===== src/rtl/gsa_pkg.sv =====
// ----------------------------------------------------------------------------
// gsa_pkg
// Shared types, constants and the BLOSUM50 substitution table for the
// global sequence aligner.
// ----------------------------------------------------------------------------
package gsa_pkg;

  localparam int MAX_LEN_DEF  = 32;
  localparam int RES_W        = 5;
  localparam int SCORE_W      = 12;
  localparam int GAP_W        = 5;
  localparam logic [GAP_W-1:0] GAP_RESET = 5'd8;
  localparam logic [RES_W-1:0] RES_LAST  = 5'd23;
  localparam logic [RES_W-1:0] RES_X     = 5'd22;

  typedef enum logic [1:0] {
    MV_DIAG = 2'd0,
    MV_LEFT = 2'd1,
    MV_UP   = 2'd2
  } mv_t;

  typedef enum logic [3:0] {
    ST_IDLE,
    ST_SETUP,
    ST_INIT,
    ST_ROW,
    ST_CELL_RD,
    ST_CELL_WR,
    ST_TB_SET,
    ST_TB_CHK,
    ST_TB_WR,
    ST_OUT_SET,
    ST_OUT_RD,
    ST_OUT_ST,
    ST_OUT_EM
  } state_t;

  typedef struct packed {
    logic load;
    logic setup;
    logic init_wr;
    logic row_start;
    logic cell_rd;
    logic cell_wr;
    logic tb_set;
    logic tb_rd;
    logic tb_push;
    logic tb_from_mem;
    logic out_set;
    logic out_rd;
    logic out_st;
    logic emit;
  } cmd_t;

  typedef struct packed {
    logic init_last;
    logic rows_done;
    logic cell_last;
    logic tb_done;
    logic tb_edge;
    logic out_last;
  } status_t;

  typedef logic signed [RES_W-1:0] sub_t;

  localparam sub_t BLOSUM50 [0:23][0:23] = '{
    '{ 5,-2,-1,-2,-1,-1,-1, 0,-2,-1,-2,-1,-1,-3,-1, 1, 0,-3,-2, 0,-2,-1,-1,-5},
    '{-2, 7,-1,-2,-4, 1, 0,-3, 0,-4,-3, 3,-2,-3,-3,-1,-1,-3,-1,-3,-1, 0,-1,-5},
    '{-1,-1, 7, 2,-2, 0, 0, 0, 1,-3,-4, 0,-2,-4,-2, 1, 0,-4,-2,-3, 4, 0,-1,-5},
    '{-2,-2, 2, 8,-4, 0, 2,-1,-1,-4,-4,-1,-4,-5,-1, 0,-1,-5,-3,-4, 5, 1,-1,-5},
    '{-1,-4,-2,-4,13,-3,-3,-3,-3,-2,-2,-3,-2,-2,-4,-1,-1,-5,-3,-1,-3,-3,-2,-5},
    '{-1, 1, 0, 0,-3, 7, 2,-2, 1,-3,-2, 2, 0,-4,-1, 0,-1,-1,-1,-3, 0, 4,-1,-5},
    '{-1, 0, 0, 2,-3, 2, 6,-3, 0,-4,-3, 1,-2,-3,-1,-1,-1,-3,-2,-3, 1, 5,-1,-5},
    '{ 0,-3, 0,-1,-3,-2,-3, 8,-2,-4,-4,-2,-3,-4,-2, 0,-2,-3,-3,-4,-1,-2,-2,-5},
    '{-2, 0, 1,-1,-3, 1, 0,-2,10,-4,-3, 0,-1,-1,-2,-1,-2,-3, 2,-4, 0, 0,-1,-5},
    '{-1,-4,-3,-4,-2,-3,-4,-4,-4, 5, 2,-3, 2, 0,-3,-3,-1,-3,-1, 4,-4,-3,-1,-5},
    '{-2,-3,-4,-4,-2,-2,-3,-4,-3, 2, 5,-3, 3, 1,-4,-3,-1,-2,-1, 1,-4,-3,-1,-5},
    '{-1, 3, 0,-1,-3, 2, 1,-2, 0,-3,-3, 6,-2,-4,-1, 0,-1,-3,-2,-3, 0, 1,-1,-5},
    '{-1,-2,-2,-4,-2, 0,-2,-3,-1, 2, 3,-2, 7, 0,-3,-2,-1,-1, 0, 1,-3,-1,-1,-5},
    '{-3,-3,-4,-5,-2,-4,-3,-4,-1, 0, 1,-4, 0, 8,-4,-3,-2, 1, 4,-1,-4,-4,-2,-5},
    '{-1,-3,-2,-1,-4,-1,-1,-2,-2,-3,-4,-1,-3,-4,10,-1,-1,-4,-3,-3,-2,-1,-2,-5},
    '{ 1,-1, 1, 0,-1, 0,-1, 0,-1,-3,-3, 0,-2,-3,-1, 5, 2,-4,-2,-2, 0, 0,-1,-5},
    '{ 0,-1, 0,-1,-1,-1,-1,-2,-2,-1,-1,-1,-1,-2,-1, 2, 5,-3,-2, 0, 0,-1, 0,-5},
    '{-3,-3,-4,-5,-5,-1,-3,-3,-3,-3,-2,-3,-1, 1,-4,-4,-3,15, 2,-3,-5,-2,-3,-5},
    '{-2,-1,-2,-3,-3,-1,-2,-3, 2,-1,-1,-2, 0, 4,-3,-2,-2, 2, 8,-1,-3,-2,-1,-5},
    '{ 0,-3,-3,-4,-1,-3,-3,-4,-4, 4, 1,-3, 1,-1,-3,-2, 0,-3,-1, 5,-4,-3,-1,-5},
    '{-2,-1, 4, 5,-3, 0, 1,-1, 0,-4,-4, 0,-3,-4,-2, 0, 0,-5,-3,-4, 5, 2,-1,-5},
    '{-1, 0, 0, 1,-3, 4, 5,-2, 0,-3,-3, 1,-1,-4,-1, 0,-1,-2,-2,-3, 2, 5,-1,-5},
    '{-1,-1,-1,-1,-2,-1,-1,-2,-1,-1,-1,-1,-1,-2,-2,-1, 0,-3,-1,-1,-1,-1,-1,-5},
    '{-5,-5,-5,-5,-5,-5,-5,-5,-5,-5,-5,-5,-5,-5,-5,-5,-5,-5,-5,-5,-5,-5,-5, 1}
  };

  function automatic sub_t blosum(input logic [RES_W-1:0] a, input logic [RES_W-1:0] b);
    sub_t v;
    v = '0;
    if (a <= RES_LAST && b <= RES_LAST) begin
      v = BLOSUM50[a][b];
    end
    return v;
  endfunction

endpackage


===== src/rtl/gsa_ctrl.sv =====
// ----------------------------------------------------------------------------
// gsa_ctrl
// Sequencer for loading, matrix fill, traceback and column output.
// ----------------------------------------------------------------------------
module gsa_ctrl (
  input  logic             clk,
  input  logic             rst_n,
  input  logic             start,
  input  logic             in_mode,
  input  logic             in_last_residue,
  input  gsa_pkg::status_t sts,
  output gsa_pkg::cmd_t    cmd,
  output logic             busy
);

  gsa_pkg::state_t state_r, state_nxt;

  always_ff @(posedge clk) begin
    if (!rst_n) begin
      state_r <= gsa_pkg::ST_IDLE;
    end else begin
      state_r <= state_nxt;
    end
  end

  always_comb begin
    state_nxt = state_r;
    case (state_r)
      gsa_pkg::ST_IDLE: begin
        if (start && in_mode && in_last_residue) state_nxt = gsa_pkg::ST_SETUP;
      end
      gsa_pkg::ST_SETUP:   state_nxt = gsa_pkg::ST_INIT;
      gsa_pkg::ST_INIT: begin
        if (sts.init_last) state_nxt = gsa_pkg::ST_ROW;
      end
      gsa_pkg::ST_ROW: begin
        if (sts.rows_done) state_nxt = gsa_pkg::ST_TB_SET;
        else state_nxt = gsa_pkg::ST_CELL_RD;
      end
      gsa_pkg::ST_CELL_RD: state_nxt = gsa_pkg::ST_CELL_WR;
      gsa_pkg::ST_CELL_WR: begin
        if (sts.cell_last) state_nxt = gsa_pkg::ST_ROW;
        else state_nxt = gsa_pkg::ST_CELL_RD;
      end
      gsa_pkg::ST_TB_SET:  state_nxt = gsa_pkg::ST_TB_CHK;
      gsa_pkg::ST_TB_CHK: begin
        if (sts.tb_done) state_nxt = gsa_pkg::ST_OUT_SET;
        else if (!sts.tb_edge) state_nxt = gsa_pkg::ST_TB_WR;
      end
      gsa_pkg::ST_TB_WR:   state_nxt = gsa_pkg::ST_TB_CHK;
      gsa_pkg::ST_OUT_SET: state_nxt = gsa_pkg::ST_OUT_RD;
      gsa_pkg::ST_OUT_RD:  state_nxt = gsa_pkg::ST_OUT_ST;
      gsa_pkg::ST_OUT_ST:  state_nxt = gsa_pkg::ST_OUT_EM;
      gsa_pkg::ST_OUT_EM: begin
        if (sts.out_last) state_nxt = gsa_pkg::ST_IDLE;
        else state_nxt = gsa_pkg::ST_OUT_RD;
      end
      default:             state_nxt = gsa_pkg::ST_IDLE;
    endcase
  end

  always_comb begin
    cmd  = '0;
    busy = 1'b1;
    case (state_r)
      gsa_pkg::ST_IDLE: begin
        busy     = 1'b0;
        cmd.load = start;
      end
      gsa_pkg::ST_SETUP:   cmd.setup = 1'b1;
      gsa_pkg::ST_INIT:    cmd.init_wr = 1'b1;
      gsa_pkg::ST_ROW:     cmd.row_start = !sts.rows_done;
      gsa_pkg::ST_CELL_RD: cmd.cell_rd = 1'b1;
      gsa_pkg::ST_CELL_WR: cmd.cell_wr = 1'b1;
      gsa_pkg::ST_TB_SET:  cmd.tb_set = 1'b1;
      gsa_pkg::ST_TB_CHK: begin
        cmd.tb_push = !sts.tb_done && sts.tb_edge;
        cmd.tb_rd   = !sts.tb_done && !sts.tb_edge;
      end
      gsa_pkg::ST_TB_WR: begin
        cmd.tb_push     = 1'b1;
        cmd.tb_from_mem = 1'b1;
      end
      gsa_pkg::ST_OUT_SET: cmd.out_set = 1'b1;
      gsa_pkg::ST_OUT_RD:  cmd.out_rd = 1'b1;
      gsa_pkg::ST_OUT_ST:  cmd.out_st = 1'b1;
      gsa_pkg::ST_OUT_EM:  cmd.emit = 1'b1;
      default:             cmd = '0;
    endcase
  end

endmodule


===== src/rtl/gsa_datapath.sv =====
// ----------------------------------------------------------------------------
// gsa_datapath
// Sequence stores, score row, trace pointer memory, path store and counters.
// ----------------------------------------------------------------------------
module gsa_datapath #(
  parameter int MAX_LEN = gsa_pkg::MAX_LEN_DEF
) (
  input  logic                                clk,
  input  logic                                rst_n,
  input  gsa_pkg::cmd_t                       cmd,
  output gsa_pkg::status_t                    sts,
  input  logic                                in_mode,
  input  logic [gsa_pkg::RES_W-1:0]           in_residue,
  input  logic                                cfg_valid,
  input  logic [gsa_pkg::GAP_W-1:0]           cfg_gap_penalty,
  output logic [gsa_pkg::RES_W-1:0]           out_top_residue,
  output logic                                out_top_is_gap,
  output logic [gsa_pkg::RES_W-1:0]           out_bottom_residue,
  output logic                                out_bottom_is_gap,
  output logic signed [gsa_pkg::SCORE_W-1:0]  out_alignment_score,
  output logic                                out_truncated,
  output logic                                out_last_column
);

  localparam int CNT_W   = $clog2(MAX_LEN + 1);
  localparam int IDX_W   = (MAX_LEN > 1) ? $clog2(MAX_LEN) : 1;
  localparam int TDEPTH  = MAX_LEN * MAX_LEN;
  localparam int TADDR_W = (TDEPTH > 1) ? $clog2(TDEPTH) : 1;
  localparam int PDEPTH  = 2 * MAX_LEN;
  localparam int PIDX_W  = $clog2(PDEPTH);
  localparam int PLEN_W  = $clog2(PDEPTH + 1);
  localparam int SW      = gsa_pkg::SCORE_W;
  localparam int RW      = gsa_pkg::RES_W;
  localparam logic [CNT_W-1:0]   MAX_CNT  = CNT_W'(MAX_LEN);
  localparam logic [TADDR_W-1:0] ROW_STEP = TADDR_W'(MAX_LEN);

  logic [RW-1:0]         first_mem  [MAX_LEN];
  logic [RW-1:0]         second_mem [MAX_LEN];
  logic signed [SW-1:0]  row_mem    [MAX_LEN];
  gsa_pkg::mv_t          trace_mem  [TDEPTH];
  gsa_pkg::mv_t          path_mem   [PDEPTH];

  logic [gsa_pkg::GAP_W-1:0] gap_r;
  logic [CNT_W-1:0]      first_cnt_r, second_cnt_r;
  logic                  dropped_r;
  logic [CNT_W-1:0]      i_r, j_r, ti_r, tj_r, oi_r, oj_r;
  logic signed [SW-1:0]  acc_r, edge_r, diag_r, left_r, score_r;
  logic [TADDR_W-1:0]    row_base_r, nbase_r, tbase_r;
  logic [PLEN_W-1:0]     len_r;
  logic [PIDX_W-1:0]     k_r;
  logic [RW-1:0]         first_q_r, second_q_r;
  logic signed [SW-1:0]  row_q_r;
  gsa_pkg::mv_t          trace_q_r, path_q_r, mv_r;

  logic [RW-1:0]         res_clamped;
  logic signed [SW-1:0]  gap_s, sd, sl, su, best;
  gsa_pkg::mv_t          cell_mv, tb_mv;
  logic [IDX_W-1:0]      jm1;
  logic [TADDR_W-1:0]    trace_wa, trace_ra;
  gsa_pkg::sub_t         sub;

  assign res_clamped = (in_residue > gsa_pkg::RES_LAST) ? gsa_pkg::RES_X : in_residue;
  assign gap_s       = SW'(gap_r);
  assign jm1         = IDX_W'(j_r - 1'b1);
  assign sub         = gsa_pkg::blosum(first_q_r, second_q_r);
  assign sd          = diag_r + SW'(sub);
  assign sl          = row_q_r - gap_s;
  assign su          = left_r - gap_s;
  assign trace_wa    = row_base_r + TADDR_W'(j_r - 1'b1);
  assign trace_ra    = tbase_r + TADDR_W'(tj_r - 1'b1);

  always_comb begin
    if (sd >= sl && sd >= su) begin
      best = sd; cell_mv = gsa_pkg::MV_DIAG;
    end else if (sl >= su) begin
      best = sl; cell_mv = gsa_pkg::MV_LEFT;
    end else begin
      best = su; cell_mv = gsa_pkg::MV_UP;
    end
  end

  always_comb begin
    if (cmd.tb_from_mem) tb_mv = trace_q_r;
    else if (tj_r == '0) tb_mv = gsa_pkg::MV_LEFT;
    else tb_mv = gsa_pkg::MV_UP;
  end

  assign sts.init_last = (j_r == second_cnt_r);
  assign sts.rows_done = (i_r == first_cnt_r);
  assign sts.cell_last = (j_r == second_cnt_r);
  assign sts.tb_done   = (ti_r == '0) && (tj_r == '0);
  assign sts.tb_edge   = (ti_r == '0) || (tj_r == '0);
  assign sts.out_last  = (k_r == '0);

  // configuration and counters
  always_ff @(posedge clk) begin
    if (!rst_n) begin
      gap_r        <= gsa_pkg::GAP_RESET;
      first_cnt_r  <= '0;
      second_cnt_r <= '0;
      dropped_r    <= 1'b0;
    end else begin
      if (cfg_valid) gap_r <= cfg_gap_penalty;
      if (cmd.load) begin
        if (!in_mode) begin
          if (first_cnt_r < MAX_CNT) first_cnt_r <= first_cnt_r + 1'b1;
          else dropped_r <= 1'b1;
        end else begin
          if (second_cnt_r < MAX_CNT) second_cnt_r <= second_cnt_r + 1'b1;
          else dropped_r <= 1'b1;
        end
      end
      if (cmd.emit && sts.out_last) begin
        first_cnt_r  <= '0;
        second_cnt_r <= '0;
        dropped_r    <= 1'b0;
      end
    end
  end

  always_ff @(posedge clk) begin
    if (cmd.load && !in_mode && first_cnt_r < MAX_CNT) begin
      first_mem[first_cnt_r[IDX_W-1:0]] <= res_clamped;
    end
    if (cmd.row_start) first_q_r <= first_mem[i_r[IDX_W-1:0]];
    else if (cmd.out_st) first_q_r <= first_mem[oi_r[IDX_W-1:0]];
  end

  always_ff @(posedge clk) begin
    if (cmd.load && in_mode && second_cnt_r < MAX_CNT) begin
      second_mem[second_cnt_r[IDX_W-1:0]] <= res_clamped;
    end
    if (cmd.cell_rd) second_q_r <= second_mem[jm1];
    else if (cmd.out_st) second_q_r <= second_mem[oj_r[IDX_W-1:0]];
  end

  always_ff @(posedge clk) begin
    if (cmd.init_wr) row_mem[jm1] <= acc_r;
    else if (cmd.cell_wr) row_mem[jm1] <= best;
    if (cmd.cell_rd) row_q_r <= row_mem[jm1];
  end

  always_ff @(posedge clk) begin
    if (cmd.cell_wr) trace_mem[trace_wa] <= cell_mv;
    if (cmd.tb_rd) trace_q_r <= trace_mem[trace_ra];
  end

  always_ff @(posedge clk) begin
    if (cmd.tb_push) path_mem[len_r[PIDX_W-1:0]] <= tb_mv;
    if (cmd.out_rd) path_q_r <= path_mem[k_r];
  end

  // fill, traceback and output sequencing
  always_ff @(posedge clk) begin
    if (cmd.setup) begin
      i_r     <= '0;
      j_r     <= CNT_W'(1);
      acc_r   <= -gap_s;
      edge_r  <= '0;
      nbase_r <= '0;
    end
    if (cmd.init_wr) begin
      if (sts.init_last) score_r <= acc_r;
      acc_r <= acc_r - gap_s;
      j_r   <= j_r + 1'b1;
    end
    if (cmd.row_start) begin
      i_r        <= i_r + 1'b1;
      j_r        <= CNT_W'(1);
      diag_r     <= edge_r;
      edge_r     <= edge_r - gap_s;
      left_r     <= edge_r - gap_s;
      row_base_r <= nbase_r;
      nbase_r    <= nbase_r + ROW_STEP;
    end
    if (cmd.cell_wr) begin
      if (sts.cell_last) score_r <= best;
      diag_r <= row_q_r;
      left_r <= best;
      j_r    <= j_r + 1'b1;
    end
    if (cmd.tb_set) begin
      ti_r    <= first_cnt_r;
      tj_r    <= second_cnt_r;
      tbase_r <= row_base_r;
      len_r   <= '0;
    end
    if (cmd.tb_push) begin
      len_r <= len_r + 1'b1;
      case (tb_mv)
        gsa_pkg::MV_DIAG: begin
          ti_r <= ti_r - 1'b1; tj_r <= tj_r - 1'b1; tbase_r <= tbase_r - ROW_STEP;
        end
        gsa_pkg::MV_LEFT: begin
          ti_r <= ti_r - 1'b1; tbase_r <= tbase_r - ROW_STEP;
        end
        default: tj_r <= tj_r - 1'b1;
      endcase
    end
    if (cmd.out_set) begin
      k_r  <= PIDX_W'(len_r - 1'b1);
      oi_r <= '0;
      oj_r <= '0;
    end
    if (cmd.out_st) mv_r <= path_q_r;
    if (cmd.emit) begin
      k_r <= k_r - 1'b1;
      case (mv_r)
        gsa_pkg::MV_DIAG: begin
          oi_r <= oi_r + 1'b1; oj_r <= oj_r + 1'b1;
        end
        gsa_pkg::MV_LEFT: oi_r <= oi_r + 1'b1;
        default:          oj_r <= oj_r + 1'b1;
      endcase
    end
  end

  assign out_top_is_gap      = (mv_r == gsa_pkg::MV_UP);
  assign out_bottom_is_gap   = (mv_r == gsa_pkg::MV_LEFT);
  assign out_top_residue     = out_top_is_gap ? '0 : first_q_r;
  assign out_bottom_residue  = out_bottom_is_gap ? '0 : second_q_r;
  assign out_alignment_score = score_r;
  assign out_truncated       = dropped_r;
  assign out_last_column     = sts.out_last;

endmodule


===== src/rtl/global_sequence_aligner.sv =====
// ----------------------------------------------------------------------------
// global_sequence_aligner
// Needleman-Wunsch global alignment, BLOSUM50 scores, linear gap cost.
// ----------------------------------------------------------------------------
// Load: one residue per cycle, busy stays low while loading.
// Alignment: after the last residue, a setup step and the initial score row
//   writes, then per row a row start step and a read and a write step per cell
//   (on the score row memory port), then traceback, then an output setup step
//   and, per column, a path read, a residue store and the emit step.
// The receiver cannot stall; each column strobes out_valid for one cycle.
// Reset (synchronous, rst_n low) clears counts, truncation flag, gap to 8.
module global_sequence_aligner #(
  parameter int MAX_LEN = gsa_pkg::MAX_LEN_DEF
) (
  input  logic                                clk,
  input  logic                                rst_n,
  input  logic                                start,
  output logic                                busy,
  input  logic                                in_mode,
  input  logic [gsa_pkg::RES_W-1:0]           in_residue,
  input  logic                                in_last_residue,
  input  logic                                cfg_valid,
  output logic                                cfg_ready,
  input  logic [gsa_pkg::GAP_W-1:0]           cfg_gap_penalty,
  output logic                                out_valid,
  output logic [gsa_pkg::RES_W-1:0]           out_top_residue,
  output logic                                out_top_is_gap,
  output logic [gsa_pkg::RES_W-1:0]           out_bottom_residue,
  output logic                                out_bottom_is_gap,
  output logic signed [gsa_pkg::SCORE_W-1:0]  out_alignment_score,
  output logic                                out_truncated,
  output logic                                out_last_column
);

  gsa_pkg::cmd_t    cmd;
  gsa_pkg::status_t sts;

  assign cfg_ready = 1'b1;
  assign out_valid = cmd.emit;

  gsa_ctrl u_ctrl (
    .clk             (clk),
    .rst_n           (rst_n),
    .start           (start),
    .in_mode         (in_mode),
    .in_last_residue (in_last_residue),
    .sts             (sts),
    .cmd             (cmd),
    .busy            (busy)
  );

  gsa_datapath #(.MAX_LEN(MAX_LEN)) u_dp (
    .clk                 (clk),
    .rst_n               (rst_n),
    .cmd                 (cmd),
    .sts                 (sts),
    .in_mode             (in_mode),
    .in_residue          (in_residue),
    .cfg_valid           (cfg_valid),
    .cfg_gap_penalty     (cfg_gap_penalty),
    .out_top_residue     (out_top_residue),
    .out_top_is_gap      (out_top_is_gap),
    .out_bottom_residue  (out_bottom_residue),
    .out_bottom_is_gap   (out_bottom_is_gap),
    .out_alignment_score (out_alignment_score),
    .out_truncated       (out_truncated),
    .out_last_column     (out_last_column)
  );

endmodule


===== config.mk =====
export PLATFORM = sky130hd
export DESIGN_NAME = global_sequence_aligner
export DESIGN_NICKNAME = d
export VERILOG_FILES = /design/src/rtl/gsa_pkg.sv /design/src/rtl/gsa_ctrl.sv /design/src/rtl/gsa_datapath.sv /design/src/rtl/global_sequence_aligner.sv
export SDC_FILE = /design/constraint.sdc
export NUM_CORES = 2
export LEC_CHECK = 0
export BUFFER_PORTS_ARGS = -buffer_cell sky130_fd_sc_hd__buf_2
export CELL_PAD_IN_SITES_DETAIL_PLACEMENT = 1
export CELL_PAD_IN_SITES_GLOBAL_PLACEMENT = 1
export CORE_ASPECT_RATIO = 0.5
export CORE_MARGIN = 3
export CORE_UTILIZATION = 25
export DETAILED_ROUTE_END_ITERATION = 16
export PLACE_DENSITY_LB_ADDON = 0.08
export SYNTH_ARGS = -nofsm -noshare
export SYNTH_HDL_FRONTEND = slang
export SYNTH_HIERARCHICAL = 1
export SYNTH_SLANG_ARGS = --single-unit
export TNS_END_PERCENT = 20

===== constraint.sdc =====
create_clock -name clk -period 40.5 [get_ports clk]
set_input_delay 4.05 -clock clk [delete_from_list [all_inputs] [get_ports clk]]
set_output_delay 4.05 -clock clk [all_outputs]
set_load 0.01 [all_outputs]

==> load_flow_metrics.sql <==
INSERT INTO impl_metrics (metric_group, metric, value, unit) VALUES
('status', 'run_status', 'completed', ''),
('hold_path', 'whs_path_depth', '0', ''),
('worst_setup_path', 'setup.worst_path.start_class', 'flip-flop', ''),
('place', 'hpwlAfterDp', '284000', 'microns'),
('drt', 'detail_route.drc_violations', '0', ''),
('sta', 'finalCritPeriodShare', '27.3', '%'),
('place', 'dp_cells', '14500', ''),
('power_and_ir_drop', 'switching_power', '2810', 'uW'),
('clock_network', 'ctsLongestPathBuffers', '4', ''),
('cells_and_area', 'register_area', '91300', 'sq um'),
('cells_and_area', 'final_cells', '15100', ''),
('worst_setup_path', 'critical_path_arrival', '11.65', 'ns'),
('sta', 'setup-tns-final', '0', 'ns'),
('place', 'detailed_place.area', '142000', 'sq um'),
('drt', 'drt-vias-per-instance', '4.82', ''),
('job', 'max-cap-violations', '0', ''),
('logic_synthesis', 'synth-async-reset-ratio', '0', '%'),
('logic_synthesis', 'synth.net_count', '7938', ''),
('clock_network', 'cts.repair_timing.setup_buffer_count', '0', ''),
('drt', 'num_vias', '72900', ''),
('power_and_ir_drop', 'vdd.ir_drop.worst', '0.0000605', 'V'),
('logic_synthesis', 'synth.cell_area', '133000', 'sq um'),
('drt', 'routedWlPerCell', '30.9', 'microns'),
('place', 'gpl.final_weighted_congestion', '0.794', ''),
('sta', 'report.final.slew_viol_count', '0', ''),
('cells_and_area', 'area_growth_syn_to_layout', '14.2', '%'),
('worst_setup_path', 'kind_of_capture_point_of_the_worst_setup_path', 'flip-flop', ''),
('global_route', 'grt_pass1_wl', '652000', 'microns'),
('global_route', 'largest_net_degree_at_the_start_of_global_routing', '194', ''),
('global_route', 'grt_pass1_vias', '78200', ''),
('drt', 'first_pass_iters', '8', ''),
('hold_path', 'hp-class', 'reg2reg', ''),
('cells_and_area', 'fillerInstances', '54200', ''),
('floorplanning', 'die_h', '522', 'microns'),
('clock_network', 'post_cts_resized', '0', ''),
('worst_setup_path', 'cp_max_stage_cell', 'sky130_fd_sc_hd__and2_4', ''),
('power_and_ir_drop', 'part_of_the_total_power_dissipated_in_the_clock_network', '32.7', '%'),
('sta', 'rsz0062_at_grt', 'no', ''),
('global_route', 'grt_antenna_before_repair', '73', ''),
('cells_and_area', 'layout-drive-gt1-share', '22.8', '%'),
('floorplanning', 'boundary_pin_count', '45', ''),
('worst_setup_path', 'crit_fanout', '193', ''),
('logic_synthesis', 'synth_area_per_cell', '17.1', 'sq um'),
('logic_synthesis', 'synth_enable_flop_cells', '2995', ''),
('sta', 'finalHoldViolations', '0', ''),
('worst_setup_path', 'worstPathRequired', '41.11', 'ns'),
('cells_and_area', 'total_area_of_multi_input_combinational_cells', '39300', 'sq um'),
('logic_synthesis', 'yosys.area.top_type', 'sky130_fd_sc_hd__edfxtp_1', ''),
('floorplanning', 'die_area', '541000', 'sq um'),
('power_and_ir_drop', 'total_leakage_power', '0.0471', 'uW'),
('worst_setup_path', 'worstSetupPathType', 'reg2reg', ''),
('power_and_ir_drop', 'internal-power', '6090', 'uW'),
('clock_network', 'cts.clk_slew.worst_paths', '0.06', 'ns'),
('clock_network', 'clkSinkCount', '3061', ''),
('clock_network', 'worst_skew_pair.late_latency', '0.95', 'ns'),
('power_and_ir_drop', 'power_density', '58.6', 'nW/um^2'),
('sta', 'worst_hold_slack', '0.434', 'ns'),
('floorplanning', 'core', '527000', 'sq um'),
('clock_network', 'clock_tree_from_tritoncts', 'built', ''),
('drt', 'totalWireLength', '467000', 'microns'),
('clock_network', 'h-tree-depth', '5', ''),
('logic_synthesis', 'syn_inst', '7792', ''),
('worst_setup_path', 'worst_r2r_path_depth', '30', ''),
('sta', 'finalWorstPathRequiredPeriod', '11.04', 'ns'),
('power_and_ir_drop', 'p_comb_share', '22.6', '%'),
('logic_synthesis', 'ys.warnings.count', '6', ''),
('clock_network', 'clockRootBuffer', 'sky130_fd_sc_hd__clkbuf_16', ''),
('logic_synthesis', 'ys.flop_type', 'sky130_fd_sc_hd__edfxtp_1', ''),
('sta', 'setup_viol_count_final', '0', ''),
('worst_setup_path', 'timing.critical_path.slowest_cell_delay', '0.75', 'ns'),
('power_and_ir_drop', 'switching_share', '31.5', '%');
## routing by layer
layer	global-route usage, %	wire (microns)	vias up
li1	-	-	30800
met1	25.4	227000	40000
met2	26.5	212000	1612
met3	2.10	19700	444
met4	2.69	7550	0
met5	0	0	-
## registers in the layout (all words and copies together) (netlist names), 12 cells and up, named ones only
signal and cells:
u_dp/row_mem 384, u_dp/path_mem 128, u_dp/out_alignment_score 12, u_dp/trace_mem 2048, u_dp/second_mem 160, u_dp/first_mem 160
u_dp/acc_r 12, u_dp/left_r 12, u_dp/diag_r 12, u_dp/edge_r 12, u_dp/row_q_r 12
## cell type report
type,count,area share [%]
Tap cell,7030,5.79
Clock inverter,166,0.878
Inverter,84,0.208
Multi-Input combinational cell,4069,25.9
Clock buffer,408,5.64
Sequential cell,3061,60.1
Antenna cell,13,0.0214
Timing Repair Buffer,284,1.44
## placed cells by master (no fill, tap or decap), types with 15 or more instances in the layout
| cell | count |
|---|---|
| sky130_fd_sc_hd__a211oi_1 | 23 |
| sky130_fd_sc_hd__a21o_1 | 15 |
| sky130_fd_sc_hd__a21oi_1 | 134 |
| sky130_fd_sc_hd__a22oi_1 | 62 |
| sky130_fd_sc_hd__a311oi_1 | 16 |
| sky130_fd_sc_hd__a31oi_1 | 29 |
| sky130_fd_sc_hd__and2_1 | 32 |
| sky130_fd_sc_hd__buf_2 | 43 |
| sky130_fd_sc_hd__buf_4 | 228 |
| sky130_fd_sc_hd__clkbuf_1 | 73 |
| sky130_fd_sc_hd__clkbuf_16 | 327 |
| sky130_fd_sc_hd__clkinv_1 | 71 |
| sky130_fd_sc_hd__clkinv_2 | 48 |
| sky130_fd_sc_hd__dfxtp_1 | 60 |
| sky130_fd_sc_hd__edfxtp_1 | 2995 |
| sky130_fd_sc_hd__ha_1 | 121 |
| sky130_fd_sc_hd__inv_1 | 79 |
| sky130_fd_sc_hd__mux2_2 | 25 |
| sky130_fd_sc_hd__mux2i_1 | 100 |
| sky130_fd_sc_hd__mux4_1 | 22 |
| sky130_fd_sc_hd__mux4_2 | 938 |
| sky130_fd_sc_hd__nand2_1 | 318 |
| sky130_fd_sc_hd__nand2_4 | 32 |
| sky130_fd_sc_hd__nand2b_1 | 40 |
| sky130_fd_sc_hd__nand3_1 | 70 |
| sky130_fd_sc_hd__nand3b_1 | 16 |
| sky130_fd_sc_hd__nand4_1 | 22 |
| sky130_fd_sc_hd__nor2_1 | 1371 |
| sky130_fd_sc_hd__nor2_2 | 29 |
| sky130_fd_sc_hd__nor2b_1 | 34 |
| sky130_fd_sc_hd__nor3_1 | 52 |
| sky130_fd_sc_hd__o211ai_1 | 24 |
| sky130_fd_sc_hd__o21ai_0 | 132 |
| sky130_fd_sc_hd__xnor2_1 | 67 |
| sky130_fd_sc_hd__xor2_1 | 40 |
## per-stage QoR
stage | setup slack (ns) | power, uW | util [%]
final | 29.46 | 8900 | 28.8
after global routing | 28.71 | 9310 | 28.8
after CTS | 29.44 | 9080 | 28.8
after detailed placement | 29.49 | 6120 | 26.9
after global placement | 29.34 | 6120 | 26.9
after floorplan | 14.44 | 5580 | -
## cell families after synthesis
logic type	Yosys count	synth area share [%]
AO/OA/AOI/OAI	605	3.00
XOR/XNOR	119	0.790
adder cells (fa/ha/maj)	130	1.26
buffers and inverters	662	2.36
flip-flops	3061	68.6
multiplexers	1085	17.3
other	1	0.00282
AND/OR/NAND/NOR	2129	6.66
## critical path, delay by kind of cell (launching register included)
| kind | cells | cell delay [ns] |
|---|---|---|
| multiplexers | 1 | 0.31 |
| AND/OR/NAND/NOR | 8 | 2.52 |
| AO/OA/AOI/OAI | 12 | 2.83 |
| adder cells (fa/ha/maj) | 3 | 1.41 |
| XOR/XNOR | 1 | 0.22 |
| flip-flops | 1 | 0.37 |
| buffers and inverters | 5 | 2.72 |
## final timing paths
path / start / end / slack, ns
max: u_dp/first_q_r[1] / u_dp/trace_mem[0][1] / 29.46
min: u_dp/path_q_r[0] / u_dp/mv_r[0] / 0.43
max reg2reg: u_dp/first_q_r[1] / u_dp/trace_mem[0][1] / 29.46
min reg2reg: u_dp/path_q_r[0] / u_dp/mv_r[0] / 0.43
## power by group through the flow
stage          logic, uW  registers [uW]  clock network [uW]
4_1_cts             2080            3980                3030
3_3_place_gp        2080            4050                   0
3_5_place_dp        2080            4050                   0
6_report            2020            3980                2910
5_1_grt             2170            3980                3150
2_1_floorplan       1090            4490                   0
## cells in the mapped netlist (all sizes together), types with 38 or more instances
master     n
nor2    1403
o21ai    157
xor2      46
a22oi     62
dfxtp     66
edfxtp  2995
nand2    354
a21oi    135
buf      308
inv       80
nand3     70
nand2b    42
mux2i    100
mux4     960
nor2b     38
clkbuf   269
ha       123
nor3      63
xnor2     73
(Power assumes the default switching activity.)
